### src/rtl/core/lbrgb_pkg.sv
package lbrgb_pkg;

  localparam int LABEL_W = 16;
  localparam int LEVEL_W = 8;
  localparam int LAB_W   = 7;

  localparam int HUE_STEP    = 35;
  localparam int HUE_RANGE   = 360;
  localparam int SECTOR_SPAN = 60;
  localparam int SAT_SCALE   = 100;

  localparam logic [LEVEL_W-1:0] FULL_LEVEL = 8'd255;
  localparam logic [LEVEL_W-1:0] GRAY_LEVEL = 8'd128;

  typedef enum logic [2:0] {
    SECT_RED     = 3'd0,
    SECT_YELLOW  = 3'd1,
    SECT_GREEN   = 3'd2,
    SECT_CYAN    = 3'd3,
    SECT_BLUE    = 3'd4,
    SECT_MAGENTA = 3'd5
  } sector_t;

  typedef struct packed {
    logic             zero;
    logic             big;
    logic [LAB_W-1:0] lab;
    sector_t          sector;
    logic [5:0]       rem;
  } hue_item_t;

  typedef struct packed {
    logic               zero;
    logic               big;
    sector_t            sector;
    logic [LEVEL_W-1:0] p;
    logic [LEVEL_W-1:0] q;
    logic [LEVEL_W-1:0] t;
  } level_item_t;

endpackage

### src/rtl/core/lbrgb_in_if.sv
interface lbrgb_in_if;
  import lbrgb_pkg::*;

  logic               valid;
  logic               ready;
  logic [LABEL_W-1:0] label;

  modport source (output valid, output label, input ready);
  modport sink (input valid, input label, output ready);
endinterface

### src/rtl/core/lbrgb_out_if.sv
interface lbrgb_out_if;
  import lbrgb_pkg::*;

  logic               valid;
  logic               ready;
  logic [LEVEL_W-1:0] red;
  logic [LEVEL_W-1:0] green;
  logic [LEVEL_W-1:0] blue;

  modport source (output valid, output red, output green, output blue, input ready);
  modport sink (input valid, input red, input green, input blue, output ready);
endinterface

### src/rtl/core/lbrgb_hue.sv
module lbrgb_hue (
  input  logic                          clk,
  input  logic                          rst,
  input  logic                          en,
  input  logic                          in_valid,
  input  logic [lbrgb_pkg::LABEL_W-1:0] label,
  output logic                          out_valid,
  output lbrgb_pkg::hue_item_t          item
);
  import lbrgb_pkg::*;

  typedef struct packed {
    logic             zero;
    logic             big;
    logic [LAB_W-1:0] lab;
  } tag_t;

  logic [4:0]  vld;
  tag_t        tag [5];

  logic [12:0] x1;
  logic [12:0] x2;
  logic [3:0]  qd2;
  logic [8:0]  hue3;
  logic [8:0]  hue4;
  logic [2:0]  s4;
  sector_t     sector5;
  logic [5:0]  rem5;

  logic [12:0] x_next;
  logic [3:0]  qd_next;
  logic [12:0] hue_diff;
  logic [8:0]  hue_next;
  logic [2:0]  s_next;
  logic [8:0]  rem_diff;
  logic [2:0]  sector_next;
  logic [5:0]  rem_next;

  // hue = 35*L mod 360, then sector/remainder by reciprocal with one correction
  always_comb begin
    x_next   = 13'(label[LAB_W-1:0]) * 13'(HUE_STEP);
    qd_next  = 4'((20'(x1) * 20'd91) >> 15);
    hue_diff = x2 - 13'(qd2) * 13'(HUE_RANGE);
    if (hue_diff >= 13'(HUE_RANGE)) begin
      hue_next = 9'(hue_diff - 13'(HUE_RANGE));
    end else begin
      hue_next = 9'(hue_diff);
    end
    s_next   = 3'((18'(hue3) * 18'd273) >> 14);
    rem_diff = hue4 - 9'(s4) * 9'(SECTOR_SPAN);
    if (rem_diff >= 9'(SECTOR_SPAN)) begin
      sector_next = s4 + 3'd1;
      rem_next    = 6'(rem_diff - 9'(SECTOR_SPAN));
    end else begin
      sector_next = s4;
      rem_next    = 6'(rem_diff);
    end
  end

  always_ff @(posedge clk) begin
    if (rst) begin
      vld <= '0;
    end else if (en) begin
      vld <= {vld[3:0], in_valid};
    end
  end

  always_ff @(posedge clk) begin
    if (en) begin
      tag[0] <= '{zero: (label == '0),
                  big:  (label >= LABEL_W'(SAT_SCALE)),
                  lab:  label[LAB_W-1:0]};
      for (int i = 1; i < 5; i++) begin
        tag[i] <= tag[i-1];
      end
      x1      <= x_next;
      x2      <= x1;
      qd2     <= qd_next;
      hue3    <= hue_next;
      hue4    <= hue3;
      s4      <= s_next;
      sector5 <= sector_t'(sector_next);
      rem5    <= rem_next;
    end
  end

  assign out_valid = vld[4];
  assign item = '{zero: tag[4].zero, big: tag[4].big, lab: tag[4].lab,
                  sector: sector5, rem: rem5};

  a_rem_range: assert property (@(posedge clk) disable iff (rst)
    vld[4] && !tag[4].big && !tag[4].zero |-> rem5 < 6'(SECTOR_SPAN))
    else $error("hue remainder out of range");

  a_sector_range: assert property (@(posedge clk) disable iff (rst)
    vld[4] && !tag[4].big && !tag[4].zero |-> sector5 <= SECT_MAGENTA)
    else $error("hue sector out of range");

endmodule

### src/rtl/core/lbrgb_level.sv
module lbrgb_level (
  input  logic                   clk,
  input  logic                   rst,
  input  logic                   en,
  input  logic                   in_valid,
  input  lbrgb_pkg::hue_item_t   item,
  output logic                   out_valid,
  output lbrgb_pkg::level_item_t level
);
  import lbrgb_pkg::*;

  localparam int LEVEL_WHOLE = 1530000;
  localparam int LEVEL_DIV   = 6000;
  localparam int Q_RECIP     = 715827;
  localparam int P_RECIP     = 5242;

  typedef struct packed {
    logic    zero;
    logic    big;
    sector_t sector;
  } tag_t;

  logic [3:0]         vld;
  tag_t               tag [4];

  logic [12:0]        a6;
  logic [12:0]        b6;
  logic [14:0]        pn6;
  logic [20:0]        nq7;
  logic [20:0]        nt7;
  logic [14:0]        pn7;
  logic [7:0]         pq7;
  logic [20:0]        nq8;
  logic [20:0]        nt8;
  logic [8:0]         qq8;
  logic [8:0]         qt8;
  logic [7:0]         p8;
  logic [7:0]         p9;
  logic [7:0]         q9;
  logic [7:0]         t9;

  logic [6:0]         sat_diff;
  logic [12:0]        a_next;
  logic [12:0]        b_next;
  logic [14:0]        pn_next;
  logic [20:0]        nq_next;
  logic [20:0]        nt_next;
  logic [7:0]         pq_next;
  logic [8:0]         qq_next;
  logic [8:0]         qt_next;
  logic [14:0]        p_rem;
  logic [7:0]         p_next;
  logic [20:0]        q_rem;
  logic [20:0]        t_rem;
  logic [8:0]         q_fix;
  logic [8:0]         t_fix;

  function automatic logic [7:0] sat_level(logic [8:0] v);
    return v[8] ? FULL_LEVEL : v[7:0];
  endfunction

  always_comb begin
    sat_diff = 7'(SAT_SCALE) - item.lab;
    a_next   = 13'(sat_diff) * 13'(item.rem);
    b_next   = 13'(sat_diff) * 13'(6'(SECTOR_SPAN) - item.rem);
    pn_next  = 15'(item.lab) * 15'(FULL_LEVEL);

    nq_next  = 21'(LEVEL_WHOLE) - 21'(a6) * 21'(FULL_LEVEL);
    nt_next  = 21'(LEVEL_WHOLE) - 21'(b6) * 21'(FULL_LEVEL);
    pq_next  = 8'((28'(pn6) * 28'(P_RECIP)) >> 19);

    qq_next  = 9'((42'(nq7) * 42'(Q_RECIP)) >> 32);
    qt_next  = 9'((42'(nt7) * 42'(Q_RECIP)) >> 32);
    p_rem    = pn7 - 15'(pq7) * 15'(SAT_SCALE);
    p_next   = (p_rem >= 15'(SAT_SCALE)) ? pq7 + 8'd1 : pq7;

    q_rem    = nq8 - 21'(qq8) * 21'(LEVEL_DIV);
    t_rem    = nt8 - 21'(qt8) * 21'(LEVEL_DIV);
    q_fix    = (q_rem >= 21'(LEVEL_DIV)) ? qq8 + 9'd1 : qq8;
    t_fix    = (t_rem >= 21'(LEVEL_DIV)) ? qt8 + 9'd1 : qt8;
  end

  always_ff @(posedge clk) begin
    if (rst) begin
      vld <= '0;
    end else if (en) begin
      vld <= {vld[2:0], in_valid};
    end
  end

  always_ff @(posedge clk) begin
    if (en) begin
      tag[0] <= '{zero: item.zero, big: item.big, sector: item.sector};
      for (int i = 1; i < 4; i++) begin
        tag[i] <= tag[i-1];
      end
      a6  <= a_next;
      b6  <= b_next;
      pn6 <= pn_next;
      nq7 <= nq_next;
      nt7 <= nt_next;
      pn7 <= pn6;
      pq7 <= pq_next;
      nq8 <= nq7;
      nt8 <= nt7;
      qq8 <= qq_next;
      qt8 <= qt_next;
      p8  <= p_next;
      p9  <= p8;
      q9  <= sat_level(q_fix);
      t9  <= sat_level(t_fix);
    end
  end

  assign out_valid = vld[3];
  assign level = '{zero: tag[3].zero, big: tag[3].big, sector: tag[3].sector,
                   p: p9, q: q9, t: t9};

  a_p_bound: assert property (@(posedge clk) disable iff (rst)
    vld[3] && !tag[3].big && !tag[3].zero |-> p9 <= 8'd252)
    else $error("p level above bound for small label");

  a_order: assert property (@(posedge clk) disable iff (rst)
    vld[3] && !tag[3].big && !tag[3].zero |-> q9 >= p9 && t9 >= p9)
    else $error("falling level below floor level");

endmodule

### src/rtl/core/label_to_rgb_color.sv
// Label to RGB color mapper.
// label_ch carries one 16-bit segment label per transaction; color_ch
// returns one RGB pixel (red, green, blue, 8 bits each) per label, in order.
// Label 0 gives gray (128,128,128); labels of 100 and above give white;
// others follow an HSV-style wheel, hue 35*label mod 360, saturation
// falling by 1/100 per label.
// Pipeline: ten stages (five hue stages, four level stages for the
// reciprocal divides and their corrections, one output register).
// Throughput: one transaction per cycle on both channels, except while stalled.
// Stall: when color_ch is held off, the whole pipeline freezes and
// label_ch.ready drops; an empty output register lets the pipe advance.
// Reset: rst (synchronous, active high) clears every stage valid; no
// transaction is in flight afterwards.
module label_to_rgb_color (
  input logic         clk,
  input logic         rst,
  lbrgb_in_if.sink    label_ch,
  lbrgb_out_if.source color_ch
);
  import lbrgb_pkg::*;

  logic               en;
  logic               hue_valid;
  hue_item_t          hue_item;
  logic               lvl_valid;
  level_item_t        lvl_item;

  logic               color_valid;
  logic [LEVEL_W-1:0] red;
  logic [LEVEL_W-1:0] green;
  logic [LEVEL_W-1:0] blue;
  logic [LEVEL_W-1:0] red_next;
  logic [LEVEL_W-1:0] green_next;
  logic [LEVEL_W-1:0] blue_next;

  assign en = !color_valid || color_ch.ready;
  assign label_ch.ready = en;

  lbrgb_hue u_hue (
    .clk       (clk),
    .rst       (rst),
    .en        (en),
    .in_valid  (label_ch.valid),
    .label     (label_ch.label),
    .out_valid (hue_valid),
    .item      (hue_item)
  );

  lbrgb_level u_level (
    .clk       (clk),
    .rst       (rst),
    .en        (en),
    .in_valid  (hue_valid),
    .item      (hue_item),
    .out_valid (lvl_valid),
    .level     (lvl_item)
  );

  always_comb begin
    case (lvl_item.sector)
      SECT_RED: begin
        red_next = FULL_LEVEL; green_next = lvl_item.t; blue_next = lvl_item.p;
      end
      SECT_YELLOW: begin
        red_next = lvl_item.q; green_next = FULL_LEVEL; blue_next = lvl_item.p;
      end
      SECT_GREEN: begin
        red_next = lvl_item.p; green_next = FULL_LEVEL; blue_next = lvl_item.t;
      end
      SECT_CYAN: begin
        red_next = lvl_item.p; green_next = lvl_item.q; blue_next = FULL_LEVEL;
      end
      SECT_BLUE: begin
        red_next = lvl_item.t; green_next = lvl_item.p; blue_next = FULL_LEVEL;
      end
      default: begin
        red_next = FULL_LEVEL; green_next = lvl_item.p; blue_next = lvl_item.q;
      end
    endcase
    if (lvl_item.zero) begin
      red_next = GRAY_LEVEL; green_next = GRAY_LEVEL; blue_next = GRAY_LEVEL;
    end else if (lvl_item.big) begin
      red_next = FULL_LEVEL; green_next = FULL_LEVEL; blue_next = FULL_LEVEL;
    end
  end

  always_ff @(posedge clk) begin
    if (rst) begin
      color_valid <= 1'b0;
    end else if (en) begin
      color_valid <= lvl_valid;
    end
  end

  always_ff @(posedge clk) begin
    if (en) begin
      red   <= red_next;
      green <= green_next;
      blue  <= blue_next;
    end
  end

  assign color_ch.valid = color_valid;
  assign color_ch.red   = red;
  assign color_ch.green = green;
  assign color_ch.blue  = blue;

  a_color_shape: assert property (@(posedge clk) disable iff (rst)
    color_valid |-> red == FULL_LEVEL || green == FULL_LEVEL || blue == FULL_LEVEL ||
                    (red == GRAY_LEVEL && green == GRAY_LEVEL && blue == GRAY_LEVEL))
    else $error("pixel has no full channel and is not gray");

endmodule
### src/flat_wrapper.sv
// flat-port wrapper written by rule: the top's interface ports become plain ports
module label_to_rgb_color_flat import lbrgb_pkg::*;
  (clk, rst, label_ch_valid, label_ch_label, label_ch_ready, color_ch_valid, color_ch_red, color_ch_green, color_ch_blue, color_ch_ready);
  lbrgb_in_if label_ch_i ();
  lbrgb_out_if color_ch_i ();
  input logic clk;
  input logic rst;
  input wire logic [$bits(label_ch_i.valid)-1:0] label_ch_valid;
  input wire logic [$bits(label_ch_i.label)-1:0] label_ch_label;
  output wire logic [$bits(label_ch_i.ready)-1:0] label_ch_ready;
  output wire logic [$bits(color_ch_i.valid)-1:0] color_ch_valid;
  output wire logic [$bits(color_ch_i.red)-1:0] color_ch_red;
  output wire logic [$bits(color_ch_i.green)-1:0] color_ch_green;
  output wire logic [$bits(color_ch_i.blue)-1:0] color_ch_blue;
  input wire logic [$bits(color_ch_i.ready)-1:0] color_ch_ready;
  assign label_ch_i.valid = label_ch_valid;
  assign label_ch_i.label = label_ch_label;
  assign label_ch_ready = label_ch_i.ready;
  assign color_ch_valid = color_ch_i.valid;
  assign color_ch_red = color_ch_i.red;
  assign color_ch_green = color_ch_i.green;
  assign color_ch_blue = color_ch_i.blue;
  assign color_ch_i.ready = color_ch_ready;
  label_to_rgb_color u_core (.clk(clk), .rst(rst), .label_ch(label_ch_i), .color_ch(color_ch_i));
endmodule
### config.mk
export PLATFORM = sky130hd
export DESIGN_NAME = label_to_rgb_color_flat
export DESIGN_NICKNAME = d
export VERILOG_FILES = /design/src/rtl/core/lbrgb_pkg.sv /design/src/rtl/core/lbrgb_in_if.sv /design/src/rtl/core/lbrgb_out_if.sv /design/src/rtl/core/lbrgb_hue.sv /design/src/rtl/core/lbrgb_level.sv /design/src/rtl/core/label_to_rgb_color.sv /design/src/flat_wrapper.sv
export SDC_FILE = /design/constraint.sdc
export NUM_CORES = 2
export LEC_CHECK = 0
export ABC_AREA = 1
export ABC_CLOCK_PERIOD_IN_PS = 10850
export CORE_MARGIN = 4
export CORE_UTILIZATION = 52
export DETAILED_ROUTE_END_ITERATION = 7
export DONT_BUFFER_PORTS = 1
export PLACE_DENSITY = 0.65
export SLEW_MARGIN = 20
export SYNTH_ARGS = -nofsm -noshare
export SYNTH_HDL_FRONTEND = slang
export SYNTH_SLANG_ARGS = --single-unit
### constraint.sdc
create_clock -name clk -period 10.85 [get_ports clk]
set_input_delay 1.085 -clock clk [delete_from_list [all_inputs] [get_ports clk]]
set_output_delay 1.085 -clock clk [all_outputs]
set_load 0.005 [all_outputs]
==> reports/metrics.cfg <==
[status]
outcome=finished, final reports clean

[floorplan]
die_y_um=321.2
num_io_pins=46
start_util_pct=52.57
core_area_um2=96990
fp-row-count=114
dieArea_um2=103100
die_w_um=321.2

[detailed_routing]
dr.pass1.iters=6
drtAntennaViolNets=0
vias_per_cell=5.137
drc=0
avgRoutedWirePerCell_um=15.66
drtIter0Drc=1980
via_count=34630
routed_wl_mm=105.6

[finish]
synthToLayoutAreaGrowth_pct=6.087
final_nets=7093
final_util_pct=55.78
drive_gt1_share_pct=2.452

[worst_setup_path]
slowest_delay_ns=0.60
cp.arrival_ns=7.01
r2r-end=u_core.u_level.t9[7]
cp.required_ns=11.16
crit_slowest_cell=fa_1
r2r_slack_ns=4.15
worstReg2RegStart=u_core.u_level.qt8[6]
path_class=flip-flop to flip-flop
cp-end-kind=flip-flop
crit_fanout=10
r2r_cells=31
crit_path_start_kind=flip-flop
critPathLaunch=u_core.u_level.qt8[6]

[synthesis]
synth_compound_area_share_pct=6.667
synth-seq-cells=339
synthAdderAreaFrac_pct=49.66
synth_nets=7046
synth_top_area_share_pct=24.93
yosysUniqueCellTypes=56
ys_top_cells_by_area=fa_1 25%, ha_1 25%, edfxtp_1 19%
synth_xor_area_share_pct=3.710
yosys_warnings=0
synth_area_um2=50990
yosysSeqAreaShare_pct=19.77
synth_top_family_by_area=adder cells
muxShareOfSynthArea_pct=0
synth_area_leader_cell=fa_1
yosys.area_share.simple_pct=9.702
netlist_instances=5383
syn_avg_cell_area_um2=9.473

[clock_network]
cts_root_buf=clkbuf_16
post_cts_resized=0
cts_buffers=43
cts_tree=yes
clock_sinks=339
path_clk_slew_ns=0.06
holdBufCountCts=0
htree_levels=2
clockBufferDepth=3
clk_latency_ns=0.59
postCtsSetupBuffers=0

[global_routing]
track_usage_pct=21.40
grt_pass1_vias=36150
grt_max_degree=104
grt_antenna_before_repair=0
grt-ovfl-total=0
grt_first_pass_wirelength_mm=180.5

[placed_design]
port_buffers=0
place_hpwl_mm=88.69
place_congestion=0.8934
pre_cts_slack_ns=4.214

[timing]
skew_ns=0.01632
hold_violations=0
tns_ns=0
fmax_mhz=149.4
whs_ns=0.4167
setup_ws_ns=4.154
slew_headroom_pct=30.08
period_share_pct=61.71
min_period_ns=6.696
rsz0062_at_grt=false
worst_pin_slew_ns=1.049
slew_viol_final=0
setup_violations=0

[worst_hold_path]
worstHoldEndpoint=u_core.u_hue.tag[0][13]
hold_path.class=flip-flop to flip-flop
hold_depth=0
min_from=u_core.u_hue.tag[0][4]

[run]
drv_cap=0

## worst max path at each step
| stage | to | slack, ns | depth (start not counted) |
|---|---|---|---|
| floorplan | u_core.color_ch.blue[0] | 0.80 | 2 |
| global placement | u_core.u_level.t9[7] | 4.23 | 31 |
| detailed placement | u_core.u_level.t9[7] | 4.21 | 31 |
| CTS | u_core.u_level.t9[7] | 4.13 | 31 |
| global route | u_core.u_level.t9[7] | 3.73 | 31 |
| finish | u_core.u_level.t9[7] | 4.15 | 31 |
## cells by family (layout without fill, tap and decap cells)
group | count (synthesis) | count (layout)
AO/OA/AOI/OAI | 593 | 593
XOR/XNOR | 216 | 216
adder cells (fa/ha/maj) | 1643 | 1643
buffers and inverters | 1425 | 1506
flip-flops | 339 | 339
other | 0 | 1
AND/OR/NAND/NOR | 1167 | 1167
## placed cells by master (no fill, tap or decap), types with 7 or more instances in the layout
| cell type | instances |
|---|---|
| dfxtp_1 | 10 |
| clkbuf_1 | 8 |
| nor2_1 | 258 |
| a31oi_1 | 22 |
| xor2_1 | 148 |
| edfxtp_1 | 329 |
| o21ai_0 | 133 |
| clkbuf_16 | 44 |
| nand3_2 | 7 |
| ha_1 | 1008 |
| o211ai_1 | 12 |
| o21ai_1 | 9 |
| a21o_1 | 24 |
| inv_1 | 1408 |
| o21bai_1 | 17 |
| nand2_1 | 641 |
| nand3_1 | 125 |
| nand4_1 | 35 |
| o21a_1 | 12 |
| fa_1 | 635 |
| or2_2 | 12 |
| nor3_1 | 39 |
| nand3b_1 | 9 |
| xnor2_1 | 68 |
| a21oi_1 | 293 |
| buf_4 | 13 |
| o2111ai_1 | 15 |
| a211oi_1 | 8 |
| nand2_2 | 10 |
| clkinvlp_4 | 9 |
| a21boi_0 | 8 |
| nor4_1 | 12 |
| a221oi_1 | 14 |
## stage by stage
stage | instance area (um2) | instances
2_1_floorplan | 50990 | 5383
6_report | 54100 | 6741
4_1_cts | 54100 | 6740
5_1_grt | 54100 | 6740
3_3_place_gp | 52650 | 6661
3_5_place_dp | 52650 | 6661
## Yosys cell counts, drive strengths merged
| cell | count |
|---|---|
| a211oi | 8 |
| a21boi | 10 |
| a21o | 24 |
| a21oi | 297 |
| a221o | 1 |
| a221oi | 14 |
| a31o | 1 |
| a31oi | 22 |
| and2 | 2 |
| buf | 1 |
| clkbuf | 10 |
| clkinv | 2 |
| dfxtp | 10 |
| edfxtp | 329 |
| fa | 635 |
| ha | 1008 |
| inv | 1412 |
| nand2 | 652 |
| nand3 | 133 |
| nand3b | 9 |
| nand4 | 36 |
| nor2 | 265 |
| nor3 | 41 |
| nor3b | 2 |
| nor4 | 12 |
| o2111ai | 15 |
| o211ai | 12 |
| o21a | 12 |
| o21ai | 142 |
| o21bai | 17 |
| o221a | 1 |
| o221ai | 6 |
| o311a | 1 |
| o311ai | 3 |
| o31ai | 6 |
| o41ai | 1 |
| or2 | 13 |
| or3 | 1 |
| or3b | 1 |
| xnor2 | 68 |
| xor2 | 148 |
## cell type report
cell class	count	area, um2
Fill cell	8704	42890
Multi-Input combinational cell	3619	35560
Sequential cell	339	10080
Inverter	1414	5316
Tap cell	1276	1597
Clock buffer	52	1131
Clock inverter	27	311.5
Timing Repair Buffer	13	97.59
Antenna cell	1	2.502
## routing by layer
layer / vias up / GRT usage (%) / part of all wire [%]
li1: 17270 / - / -
met1: 16610 / 29.35 / 46
met2: 604 / 36.30 / 47
met3: 142 / 2.756 / 4.1
met4: 0 / 5.217 / 2.4
met5: - / 0 / 0
## sequential cells by signal, summed over array words and instances, names as in the netlist, 9 cells and up
register            count
u_core.u_level.qq8      9
u_core.u_level.qt8      9
u_core.u_level.nt8     17
u_core.u_level.nq8     17
u_core.u_hue.hue3       9
u_core.u_hue.x1        13
u_core.u_level.b6      12
u_core.u_level.pn6     14
u_core.u_level.pn7     14
u_core.u_hue.x2        13
u_core.u_hue.hue4       9
u_core.u_level.a6      13
u_core.u_hue.tag       40
u_core.u_level.tag     20
u_core.u_level.nq7     20
u_core.u_level.nt7     20
## critical path: cells and delay by family (launching register included)
family	cells	cell delay, ns
AOI/OAI and AO/OA	7	1.19
xor gates and xnor gates	1	0.18
adders and majority gates	6	2.74
buffers and inverters	4	0.21
DFF	1	0.55
and+or+nand+nor	13	1.53
Power is not shown: default switching activity piles up to over one toggle a cycle in this logic, so the estimate is an artifact.
